File: src/hw/rtl/sffa_pkg.sv
// ----------------------------------------------------------------------------
// sffa_pkg
// Shared types and codes of the subregion first-fit allocator.
// ----------------------------------------------------------------------------
package sffa_pkg;

  localparam int MAX_SUB = 32;
  localparam int IDX_W   = 5;
  localparam int CNT_W   = 6;
  localparam int END_W   = 7;
  localparam int OWNER_W = 8;
  localparam int LEN_W   = 6;
  localparam int SIZE_W  = 16;
  localparam int ADDR_W  = 32;
  localparam int CMD_W   = 2;
  localparam int STAT_W  = 2;

  localparam logic [CMD_W-1:0] CMD_ALLOC = 2'd0;
  localparam logic [CMD_W-1:0] CMD_FREE  = 2'd1;
  localparam logic [CMD_W-1:0] CMD_QUERY = 2'd2;

  localparam logic [STAT_W-1:0] STAT_OK        = 2'd0;
  localparam logic [STAT_W-1:0] STAT_NO_SPACE  = 2'd1;
  localparam logic [STAT_W-1:0] STAT_NOT_FOUND = 2'd2;
  localparam logic [STAT_W-1:0] STAT_NOT_OWNER = 2'd3;

  typedef struct packed {
    logic              load;
    logic              count_step;
    logic              scan_step;
    logic              claim;
    logic              locate_step;
    logic              release_run;
    logic              query_step;
    logic              finish;
    logic [STAT_W-1:0] fin_status;
  } ctrl_cmd_t;

  typedef struct packed {
    logic [CMD_W-1:0] command;
    logic             size_gt;
    logic             count_full;
    logic             count_zero;
    logic             scan_hit;
    logic             idx_last;
    logic             addr_hit;
    logic             entry_live;
    logic             owner_match;
  } dp_status_t;

endpackage

File: src/hw/rtl/subregion_first_fit_allocator_top.sv
// ----------------------------------------------------------------------------
// subregion_first_fit_allocator_top
// First-fit allocator of fixed-size subregions with per-run ownership.
//
// channel  | handshake                  | payload
// ---------+----------------------------+-----------------------------------
// request  | start, busy                | command, size_bytes, address,
//          |                            | owner_id
// result   | done (one-cycle strobe)    | status, result_address, access_mask
// config   | cfg_valid, cfg_ready       | cfg_data (base address)
//
// A transaction is taken when start is high and busy is low; done rises in
// the cycle in which busy falls and stands for that cycle only.
// An allocate rounds the size up to a subregion count in a size loop, then
// scans for the first fitting run; a free looks up the address in a loop,
// and a query walks every subregion.
// Synchronous reset loads the reserved run; no clearing pass is needed.
// ----------------------------------------------------------------------------
module subregion_first_fit_allocator_top
  import sffa_pkg::*;
#(
  parameter int SUBREGS_PER_REGION  = 8,
  parameter int REGION_COUNT        = 4,
  parameter int SUBREGION_BYTES     = 1024,
  parameter int RESERVED_SUBREGIONS = 4
) (
  input  logic                clk,
  input  logic                rst,
  input  logic                start,
  output logic                busy,
  input  logic [CMD_W-1:0]    command,
  input  logic [SIZE_W-1:0]   size_bytes,
  input  logic [ADDR_W-1:0]   address,
  input  logic [OWNER_W-1:0]  owner_id,
  output logic                done,
  output logic [STAT_W-1:0]   status,
  output logic [ADDR_W-1:0]   result_address,
  output logic [ADDR_W-1:0]   access_mask,
  input  logic                cfg_valid,
  output logic                cfg_ready,
  input  logic [ADDR_W-1:0]   cfg_data
);

  localparam int NSUB_RAW = SUBREGS_PER_REGION * REGION_COUNT;
  localparam int NSUB     = (NSUB_RAW > MAX_SUB) ? MAX_SUB : NSUB_RAW;
  localparam int NRES     = (RESERVED_SUBREGIONS > NSUB) ? NSUB : RESERVED_SUBREGIONS;

  ctrl_cmd_t  cmd;
  dp_status_t sts;

  assign cfg_ready = 1'b1;

  sffa_ctrl u_ctrl (
    .clk   (clk),
    .rst   (rst),
    .start (start),
    .busy  (busy),
    .sts   (sts),
    .cmd   (cmd)
  );

  sffa_datapath #(
    .NSUB            (NSUB),
    .NRES            (NRES),
    .SUBREGION_BYTES (SUBREGION_BYTES)
  ) u_datapath (
    .clk            (clk),
    .rst            (rst),
    .cfg_valid      (cfg_valid & cfg_ready),
    .cfg_data       (cfg_data),
    .command        (command),
    .size_bytes     (size_bytes),
    .address        (address),
    .owner_id       (owner_id),
    .cmd            (cmd),
    .sts            (sts),
    .done           (done),
    .status         (status),
    .result_address (result_address),
    .access_mask    (access_mask)
  );

endmodule

File: src/hw/rtl/sffa_ctrl.sv
// ----------------------------------------------------------------------------
// sffa_ctrl
// Sequencer: steps the datapath through size rounding, first-fit scan,
// address lookup, ownership check and mask build.
// ----------------------------------------------------------------------------
module sffa_ctrl
  import sffa_pkg::*;
(
  input  logic       clk,
  input  logic       rst,
  input  logic       start,
  output logic       busy,
  input  dp_status_t sts,
  output ctrl_cmd_t  cmd
);

  typedef enum logic [8:0] {
    S_IDLE     = 9'b000000001,
    S_DISPATCH = 9'b000000010,
    S_COUNT    = 9'b000000100,
    S_SCAN     = 9'b000001000,
    S_CLAIM    = 9'b000010000,
    S_LOCATE   = 9'b000100000,
    S_CHECK    = 9'b001000000,
    S_RELEASE  = 9'b010000000,
    S_QUERY    = 9'b100000000
  } state_t;

  state_t state, state_next;

  always_ff @(posedge clk) begin
    if (rst) begin
      state <= S_IDLE;
    end else begin
      state <= state_next;
    end
  end

  assign busy = (state != S_IDLE);

  always_comb begin
    state_next = state;
    cmd        = '0;
    case (state)
      S_IDLE: begin
        if (start) begin
          cmd.load   = 1'b1;
          state_next = S_DISPATCH;
        end
      end
      S_DISPATCH: begin
        case (sts.command)
          CMD_ALLOC: state_next = S_COUNT;
          CMD_FREE:  state_next = S_LOCATE;
          CMD_QUERY: state_next = S_QUERY;
          default: begin
            cmd.finish     = 1'b1;
            cmd.fin_status = STAT_NOT_FOUND;
            state_next     = S_IDLE;
          end
        endcase
      end
      S_COUNT: begin
        if (sts.size_gt) begin
          if (sts.count_full) begin
            cmd.finish     = 1'b1;
            cmd.fin_status = STAT_NO_SPACE;
            state_next     = S_IDLE;
          end else begin
            cmd.count_step = 1'b1;
          end
        end else if (sts.count_zero) begin
          cmd.finish     = 1'b1;
          cmd.fin_status = STAT_NO_SPACE;
          state_next     = S_IDLE;
        end else begin
          state_next = S_SCAN;
        end
      end
      S_SCAN: begin
        if (sts.scan_hit) begin
          cmd.scan_step = 1'b1;
          state_next    = S_CLAIM;
        end else if (sts.idx_last) begin
          cmd.finish     = 1'b1;
          cmd.fin_status = STAT_NO_SPACE;
          state_next     = S_IDLE;
        end else begin
          cmd.scan_step = 1'b1;
        end
      end
      S_CLAIM: begin
        cmd.claim      = 1'b1;
        cmd.finish     = 1'b1;
        cmd.fin_status = STAT_OK;
        state_next     = S_IDLE;
      end
      S_LOCATE: begin
        if (sts.addr_hit) begin
          state_next = S_CHECK;
        end else if (sts.idx_last) begin
          cmd.finish     = 1'b1;
          cmd.fin_status = STAT_NOT_FOUND;
          state_next     = S_IDLE;
        end else begin
          cmd.locate_step = 1'b1;
        end
      end
      S_CHECK: begin
        if (!sts.entry_live) begin
          cmd.finish     = 1'b1;
          cmd.fin_status = STAT_NOT_FOUND;
          state_next     = S_IDLE;
        end else if (!sts.owner_match) begin
          cmd.finish     = 1'b1;
          cmd.fin_status = STAT_NOT_OWNER;
          state_next     = S_IDLE;
        end else begin
          state_next = S_RELEASE;
        end
      end
      S_RELEASE: begin
        cmd.release_run = 1'b1;
        cmd.finish      = 1'b1;
        cmd.fin_status  = STAT_OK;
        state_next      = S_IDLE;
      end
      S_QUERY: begin
        cmd.query_step = 1'b1;
        if (sts.idx_last) begin
          cmd.finish     = 1'b1;
          cmd.fin_status = STAT_OK;
          state_next     = S_IDLE;
        end
      end
      default: begin
        state_next = S_IDLE;
      end
    endcase
  end

endmodule

File: src/hw/rtl/sffa_datapath.sv
// ----------------------------------------------------------------------------
// sffa_datapath
// Subregion tables, request registers, scan counters and result registers.
// ----------------------------------------------------------------------------
module sffa_datapath
  import sffa_pkg::*;
#(
  parameter int NSUB            = 32,
  parameter int NRES            = 4,
  parameter int SUBREGION_BYTES = 1024
) (
  input  logic                clk,
  input  logic                rst,
  input  logic                cfg_valid,
  input  logic [ADDR_W-1:0]   cfg_data,
  input  logic [CMD_W-1:0]    command,
  input  logic [SIZE_W-1:0]   size_bytes,
  input  logic [ADDR_W-1:0]   address,
  input  logic [OWNER_W-1:0]  owner_id,
  input  ctrl_cmd_t           cmd,
  output dp_status_t          sts,
  output logic                done,
  output logic [STAT_W-1:0]   status,
  output logic [ADDR_W-1:0]   result_address,
  output logic [ADDR_W-1:0]   access_mask
);

  localparam int ACC_W = $clog2(NSUB * SUBREGION_BYTES + 1);
  localparam logic [ACC_W-1:0]  SB_ACC   = ACC_W'(SUBREGION_BYTES);
  localparam logic [ADDR_W-1:0] SB_ADDR  = ADDR_W'(SUBREGION_BYTES);
  localparam logic [IDX_W-1:0]  LAST_IDX = IDX_W'(NSUB - 1);
  localparam logic [CNT_W-1:0]  NSUB_CNT = CNT_W'(NSUB);
  localparam logic [END_W-1:0]  NSUB_END = END_W'(NSUB);
  localparam logic [LEN_W-1:0]  NRES_LEN = LEN_W'(NRES);

  logic               used     [MAX_SUB];
  logic               rstart   [MAX_SUB];
  logic [OWNER_W-1:0] owner_tab[MAX_SUB];
  logic [LEN_W-1:0]   len_tab  [MAX_SUB];

  logic [ADDR_W-1:0]  base;
  logic [CMD_W-1:0]   command_r;
  logic [SIZE_W-1:0]  size_r;
  logic [ADDR_W-1:0]  off_r;
  logic [OWNER_W-1:0] owner_r;
  logic [IDX_W-1:0]   idx;
  logic [CNT_W-1:0]   cnt;
  logic [CNT_W-1:0]   run;
  logic [ACC_W-1:0]   acc;
  logic [IDX_W-1:0]   start_r;
  logic [ADDR_W-1:0]  mask_r;

  logic [CNT_W-1:0]   run_inc;
  logic [CNT_W-1:0]   start_wide;
  logic [END_W-1:0]   claim_end;
  logic [END_W-1:0]   rel_sum;
  logic [END_W-1:0]   rel_clamp;
  logic [END_W-1:0]   rel_end;
  logic [ADDR_W-1:0]  claim_addr;
  logic               query_hit;
  logic [ADDR_W-1:0]  mask_next;

  assign run_inc    = run + CNT_W'(1);
  assign start_wide = CNT_W'(idx) + CNT_W'(1) - cnt;
  assign claim_end  = END_W'(start_r) + END_W'(cnt);
  assign rel_sum    = END_W'(idx) + END_W'(len_tab[idx]);
  assign rel_clamp  = (rel_sum > NSUB_END) ? NSUB_END : rel_sum;
  assign rel_end    = (rel_clamp == END_W'(idx)) ? END_W'(idx) + END_W'(1) : rel_clamp;
  assign claim_addr = base + ADDR_W'(start_r) * SB_ADDR;
  assign query_hit  = used[idx] && (owner_tab[idx] == owner_r);

  always_comb begin
    mask_next = mask_r;
    if (query_hit) begin
      mask_next[idx] = 1'b0;
    end
  end

  always_comb begin
    sts.command     = command_r;
    sts.size_gt     = ADDR_W'(size_r) > ADDR_W'(acc);
    sts.count_full  = (cnt == NSUB_CNT);
    sts.count_zero  = (cnt == '0);
    sts.scan_hit    = !used[idx] && (run_inc == cnt);
    sts.idx_last    = (idx == LAST_IDX);
    sts.addr_hit    = (off_r == ADDR_W'(acc));
    sts.entry_live  = used[idx] && rstart[idx];
    sts.owner_match = (owner_tab[idx] == owner_r);
  end

  always_ff @(posedge clk) begin
    if (rst) begin
      for (int j = 0; j < MAX_SUB; j++) begin
        used[j]      <= (j < NRES);
        rstart[j]    <= (j == 0) && (NRES > 0);
        owner_tab[j] <= '0;
        len_tab[j]   <= (j < NRES) ? NRES_LEN : '0;
      end
    end else begin
      for (int j = 0; j < MAX_SUB; j++) begin
        if (cmd.claim && (END_W'(j) >= END_W'(start_r)) && (END_W'(j) < claim_end)) begin
          used[j]      <= 1'b1;
          rstart[j]    <= (IDX_W'(j) == start_r);
          owner_tab[j] <= owner_r;
          len_tab[j]   <= LEN_W'(cnt);
        end else if (cmd.release_run && (END_W'(j) >= END_W'(idx)) &&
                     (END_W'(j) < rel_end)) begin
          used[j]      <= 1'b0;
          rstart[j]    <= 1'b0;
          owner_tab[j] <= '0;
          len_tab[j]   <= '0;
        end
      end
    end
  end

  always_ff @(posedge clk) begin
    if (rst) begin
      base <= '0;
      done <= 1'b0;
      idx  <= '0;
      cnt  <= '0;
      run  <= '0;
      acc  <= '0;
    end else begin
      done <= cmd.finish;
      if (cfg_valid) begin
        base <= cfg_data;
      end
      if (cmd.load) begin
        idx <= '0;
        cnt <= '0;
        run <= '0;
        acc <= '0;
      end
      if (cmd.count_step) begin
        cnt <= cnt + CNT_W'(1);
        acc <= acc + SB_ACC;
      end
      if (cmd.scan_step) begin
        idx <= idx + IDX_W'(1);
        run <= used[idx] ? '0 : run_inc;
      end
      if (cmd.locate_step) begin
        idx <= idx + IDX_W'(1);
        acc <= acc + SB_ACC;
      end
      if (cmd.query_step) begin
        idx <= idx + IDX_W'(1);
      end
    end
  end

  always_ff @(posedge clk) begin
    if (cmd.load) begin
      command_r <= command;
      size_r    <= size_bytes;
      off_r     <= address - base;
      owner_r   <= owner_id;
      mask_r    <= '1;
    end
    if (cmd.scan_step && sts.scan_hit) begin
      start_r <= IDX_W'(start_wide);
    end
    if (cmd.query_step) begin
      mask_r <= mask_next;
    end
    if (cmd.finish) begin
      status         <= cmd.fin_status;
      result_address <= cmd.claim ? claim_addr : '0;
      access_mask    <= (command_r == CMD_QUERY) ? mask_next : '0;
    end
  end

endmodule

File: config.mk
export PLATFORM = sky130hd
export DESIGN_NAME = subregion_first_fit_allocator_top
export DESIGN_NICKNAME = d
export VERILOG_FILES = /design/src/hw/rtl/sffa_pkg.sv /design/src/hw/rtl/subregion_first_fit_allocator_top.sv /design/src/hw/rtl/sffa_ctrl.sv /design/src/hw/rtl/sffa_datapath.sv
export SDC_FILE = /design/constraint.sdc
export NUM_CORES = 1
export LEC_CHECK = 0
export BUFFER_PORTS_ARGS = -buffer_cell sky130_fd_sc_hd__buf_2
export CELL_PAD_IN_SITES_DETAIL_PLACEMENT = 1
export CELL_PAD_IN_SITES_GLOBAL_PLACEMENT = 2
export CORE_MARGIN = 4
export CORE_UTILIZATION = 40
export DETAILED_ROUTE_END_ITERATION = 10
export PLACE_DENSITY_LB_ADDON = 0.1
export SYNTH_ARGS = -nofsm -noshare
export SYNTH_HDL_FRONTEND = slang
export SYNTH_SLANG_ARGS = --single-unit
File: constraint.sdc
create_clock -name clk -period 8.41 [get_ports clk]
set_input_delay 2.1025 -clock clk [delete_from_list [all_inputs] [get_ports clk]]
set_output_delay 2.1025 -clock clk [all_outputs]
set_load 0.03 [all_outputs]
== After elaboration in Yosys (flattened, before gate mapping) ==
Memory sizes are Yosys's and may differ from the RTL's. A register that Yosys moved wholly into a read port is not among the register bits.
Cells that the tools add are included.
Word-level totals
  flip-flop bits (word level): 236
  word-level logic and storage cells: 1157
  memories kept: 4
  input bits: 94
  bits in writable memories: 512
  output and inout port bits: 69
Memories
  u_datapath.owner_tab: words 32, bits a word 8, read ports 1, clocked after memory_dff 1, wr ports 32, RTL line sffa_datapath.sv:38  | logic [OWNER_W-1:0] owner_tab[MAX_SUB];
  u_datapath.len_tab: words 32, bits a word 6, read ports 1, clocked after memory_dff 1, wr ports 32, RTL line sffa_datapath.sv:39  | logic [LEN_W-1:0] len_tab [MAX_SUB];
  u_datapath.rstart: words 32, bits a word 1, read ports 1, clocked after memory_dff 1, wr ports 32, RTL line sffa_datapath.sv:37  | logic rstart [MAX_SUB];
  u_datapath.used: words 32, bits a word 1, read ports 1, clocked after memory_dff 1, wr ports 32, RTL line sffa_datapath.sv:36  | logic used [MAX_SUB];
Cells by class
  $add $sub $neg: 11
  mux-type cells: 544
  magnitude comparators: 130
  reductions and logical operators: 143
  bitwise logic cells: 258
  equality and inequality tests: 51
Operators with widths (number)
  $mux W8: 66
  $mux W6: 68
  $mux W1: 368
  $or A1 B1 Y1: 256
  $lt A5 B7 Y1 const A: 32
  $ge A5 B5 Y1 const A: 30
  $logic_and A1 B1 Y1: 131
  $lt A4 B7 Y1 const A: 16
  $mux W32: 3
  $eq A5 B5 Y1 const A: 16
  $ge A4 B5 Y1 const A: 16
  $pmux W9 S7: 1
  $mux W5: 12
  $lt A3 B7 Y1 const A: 8
  $mux W9: 6
  $mux W16: 3
  $eq A4 B5 Y1 const A: 8
  $ge A3 B5 Y1 const A: 8
  $mux W3: 11
  $add A32 B15 Y32: 1
  $and A32 B32 Y32: 1
  $eq A32 B16 Y1: 1
  $not A32 Y32: 1
  $sub A32 B32 Y32: 1
  other kinds (51): 73

== Logic depth before layout (Yosys ltp) ==
  depth in word-level cells: 12
  gate-level depth with buffers: 26
  depth with buffers taken out: 16

== Modules after synthesis ==
A second synthesis with hierarchy kept.
Second synthesis, totals
  cells, all modules: 2839
  area, all modules: 36541.3 µm²
By module, submodules not included
  sffa_datapath: area each 35816.9 µm², cells an instance 2743, instances 1, sequential area each 21380.5 µm²
  sffa_ctrl: area each 713.2 µm², cells an instance 94, instances 1, sequential area each 180.2 µm²
  subregion_first_fit_allocator_top: area each 11.3 µm², cells an instance 2, instances 1, sequential area each 0.0 µm²

== Least setup slack after synthesis ==
OpenSTA, ideal clock, no wires.
  path kind: flip-flop to flip-flop
  start point: reg (tool-made name)
  end point: mem u_datapath.len_tab[13][0] (enable)
  arrival: 7.118 ns
  cell stages (with the launch flop): 21
  path slack: 0.881 ns
  clock period less this slack: 7.529 ns
  data required time: 7.999 ns
  buffers on the path: 7
  library setup time: 0.411 ns
  cells stage by stage: dfxtp_1 -> buf_6 -> buf_6 -> buf_4 -> buf_2 -> buf_1 -> buf_1 -> mux4_2 -> mux4_2 -> mux2_2 -> fa_1 -> a21o_1 -> a21oi_1 -> xor2_1 -> xnor2_1 -> nor4_4 -> buf_6 -> mux2i_1 -> nand2_2 -> a22o_1 -> o21ai_0
RTL lines (RTL line)
  end, declared: sffa_datapath.sv:39

==> flow_summary.ini <==
[yosys]
synthDistinctLibCells = 91
synth.area.top_cells = edfxtp_1, mux4_2, nor2_1
synth_nets = 3077
yosysWarnings = 0
ys.flop_type = edfxtp_1
yosysTopAreaCellShare = 0.554
syn_area_um2 = 36200
ys_ff_latch = 743
synthArstFlopShare = 0
yosysTopAreaCell = edfxtp_1
yosysMostFrequentCell = edfxtp_1
synth_edf_count = 668
syn_inst = 2910
syn_avg_cell_area_um2 = 12.5
seq_area_frac_synth = 0.595
synthTopCellsByCount = edfxtp_1, nor2_1, nand2_1

[finish]
drive_gt1_frac = 0.175
largest_registers = u_datapath.owner_tab (256), u_datapath.len_tab (192)
nNetsFinal = 3204
largest_reg_flops = 256
area_growth_pct = 13.5
ff_latch_area_um2 = 21600
fin_util = 0.457
multi_input_area_um2 = 13500
top_register = u_datapath.owner_tab
nFillCells = 9360

[power_and_ir_drop]
ir_worst_vdd_uv = 141
p_leak_nw = 15.2
powerDensity_nw_per_um2 = 209

[global_routing]
grt_pass1_wl_mm = 186
grt_max_degree = 68
grt_pass1_vias = 26200
grt.overflow.total = 0
antenna_found_initial = 10
grt_usage = 0.270

[placement]
post-dp-hpwl_mm = 91.0
routabilityCongestion = 0.914
port_buffers = 161

[cts]
clockBufferDepth = 3
numCtsBuffers = 85
insertion_delay_ns = 0.67
root_buffer = clkbuf_16
post-cts-setup-buffers = 0
cts_resized = 0
holdBufCountCts = 0
clk_pin_slew_ns = 0.07
h-tree-depth = 3
cts.sinks = 743
cts_tree = done

[worst_setup_path]
cp_top_family = compound AO/OA/AOI/OAI gates
cp_cell_sequence = buf_4 -> mux4_2 -> mux4_2 -> mux2_2 -> ha_1 -> a21oi_1 -> xor2_1 -> xnor2_1 -> nor4_4 -> nor3_1 -> a31oi_1 -> a21o_1 -> nor2_1 -> a211o_1
cp.arrival_ns = 7.48
crit_slowest_cell = nor2_1
critical_path_depth = 14
crit_type = reg2reg
cp-end-kind = register
cp_slowest_stage_delay_ns = 1.05
crit_fanout = 32
start_kind = register
critPathRequiredTime_ns = 8.69
cp_common_cell = mux4_2
rr_worst_depth = 14
critPathBufInv = 1

[floorplan]
die_area_um2 = 95500
ioPinCount = 163
start_util = 0.403
die_h_um = 309
row_count = 110
die_x_um = 309
coreArea_um2 = 90000

[run_status]
status = finished, final reports clean

[routing]
dr_total_vias = 24900
drtAntennaViolNets = 0
via_per_inst = 5.80
drc = 0
routed_wl_mm = 129
wl_met3_mm = 8.40
dr.pass1.iters = 5
wl_per_cell_um = 30.0
m1WireLength_mm = 54.0
top_layer = met5
drtIter0Drc = 2498
wl_met2_mm = 62.6

[job]
maxCapViolCount = 0

[sta]
rsz0062_at_grt = no
worst_slew_pin_slew_ns = 1.26
period_minus_slack_ns = 7.19
hold_violations = 0
setup_violations = 0
setup_tns_ns = 0
timing.fmax_mhz = 139
maxSlewViolCount = 0
timing.final.crit_share = 0.855
fin_skew_ns = 0.0272
slew_headroom = 0.154

[min_path]
hp-class = reg2reg
hold_depth = 2
## cell families after synthesis
group	share of synthesized area
AOI/OAI and AO/OA	0.0647
DFF	0.595
other	0.000103
muxes	0.103
and+or+nand+nor	0.156
adders and majority gates	0.0262
xor gates and xnor gates	0.0205
buffers and inverters	0.0345
## routing by layer
metal / up-vias / global-route usage
met5: - / 0
met4: 6 / 0.0733
met3: 182 / 0.0528
met2: 808 / 0.456
met1: 12900 / 0.358
li1: 11000 / -
## final cells by class
class / count / share of cell area
clock inverter: 53 / 0.0131
timing repair buffer: 239 / 0.0339
tap: 1176 / 0.0358
multi-input combinational: 1878 / 0.328
clock buffer: 105 / 0.0558
inverter: 90 / 0.00825
sequential: 743 / 0.525
antenna: 1 / 0.0000609
## worst min-delay path: stages, from the launching register on
cell      delay [ns]
dfxtp_1         0.33
inv_1           0.06
a21boi_1        0.05
## final timing paths
path / end / slack (ns) / start
worst max-delay path: u_datapath.owner_tab[23][7] / 1.22 / register
worst min-delay path: u_datapath.used[3] / 0.48 / u_datapath.used[3]
worst max register to register: u_datapath.owner_tab[23][7] / 1.22 / register
worst min register to register: u_datapath.used[3] / 0.48 / u_datapath.used[3]
## per-stage QoR
stage          instances  worst slack [ns]  total power [mW]  hold WS [ns]  area (um2)
2_1_floorplan       2910             0.881              4.62         0.424       36200
5_1_grt             4284             0.825              8.87         0.495       41100
3_3_place_gp        4126              1.44              4.85         0.456       38300
3_5_place_dp        4126              1.25              4.87         0.467       38300
6_report            4285              1.22              8.58         0.482       41100
4_1_cts             4284              1.22              8.66         0.477       41100
## where the power goes
part | internal (mW) | leakage [nW] | switching (mW)
sequential | 4.19 | 7.27 | 0.0745
combinational | 0.175 | 6.51 | 0.352
clock | 2.20 | 1.38 | 1.60
## cells in the final DEF (no fill, tap or decap), types with 71 or more instances in the layout
cell type | synthesis | layout
edfxtp_1 | 668 | 668
mux2i_1 | 115 | 115
a21oi_1 | 83 | 83
nand2_1 | 158 | 158
clkbuf_16 | 0 | 86
and2_1 | 135 | 135
and3_1 | 91 | 91
buf_2 | 17 | 160
inv_1 | 87 | 86
mux4_2 | 104 | 104
dfxtp_1 | 75 | 71
nor2_1 | 434 | 434
nor3_1 | 89 | 86
buf_4 | 19 | 79
No activity file was read; power rests on OpenSTA's default activity.
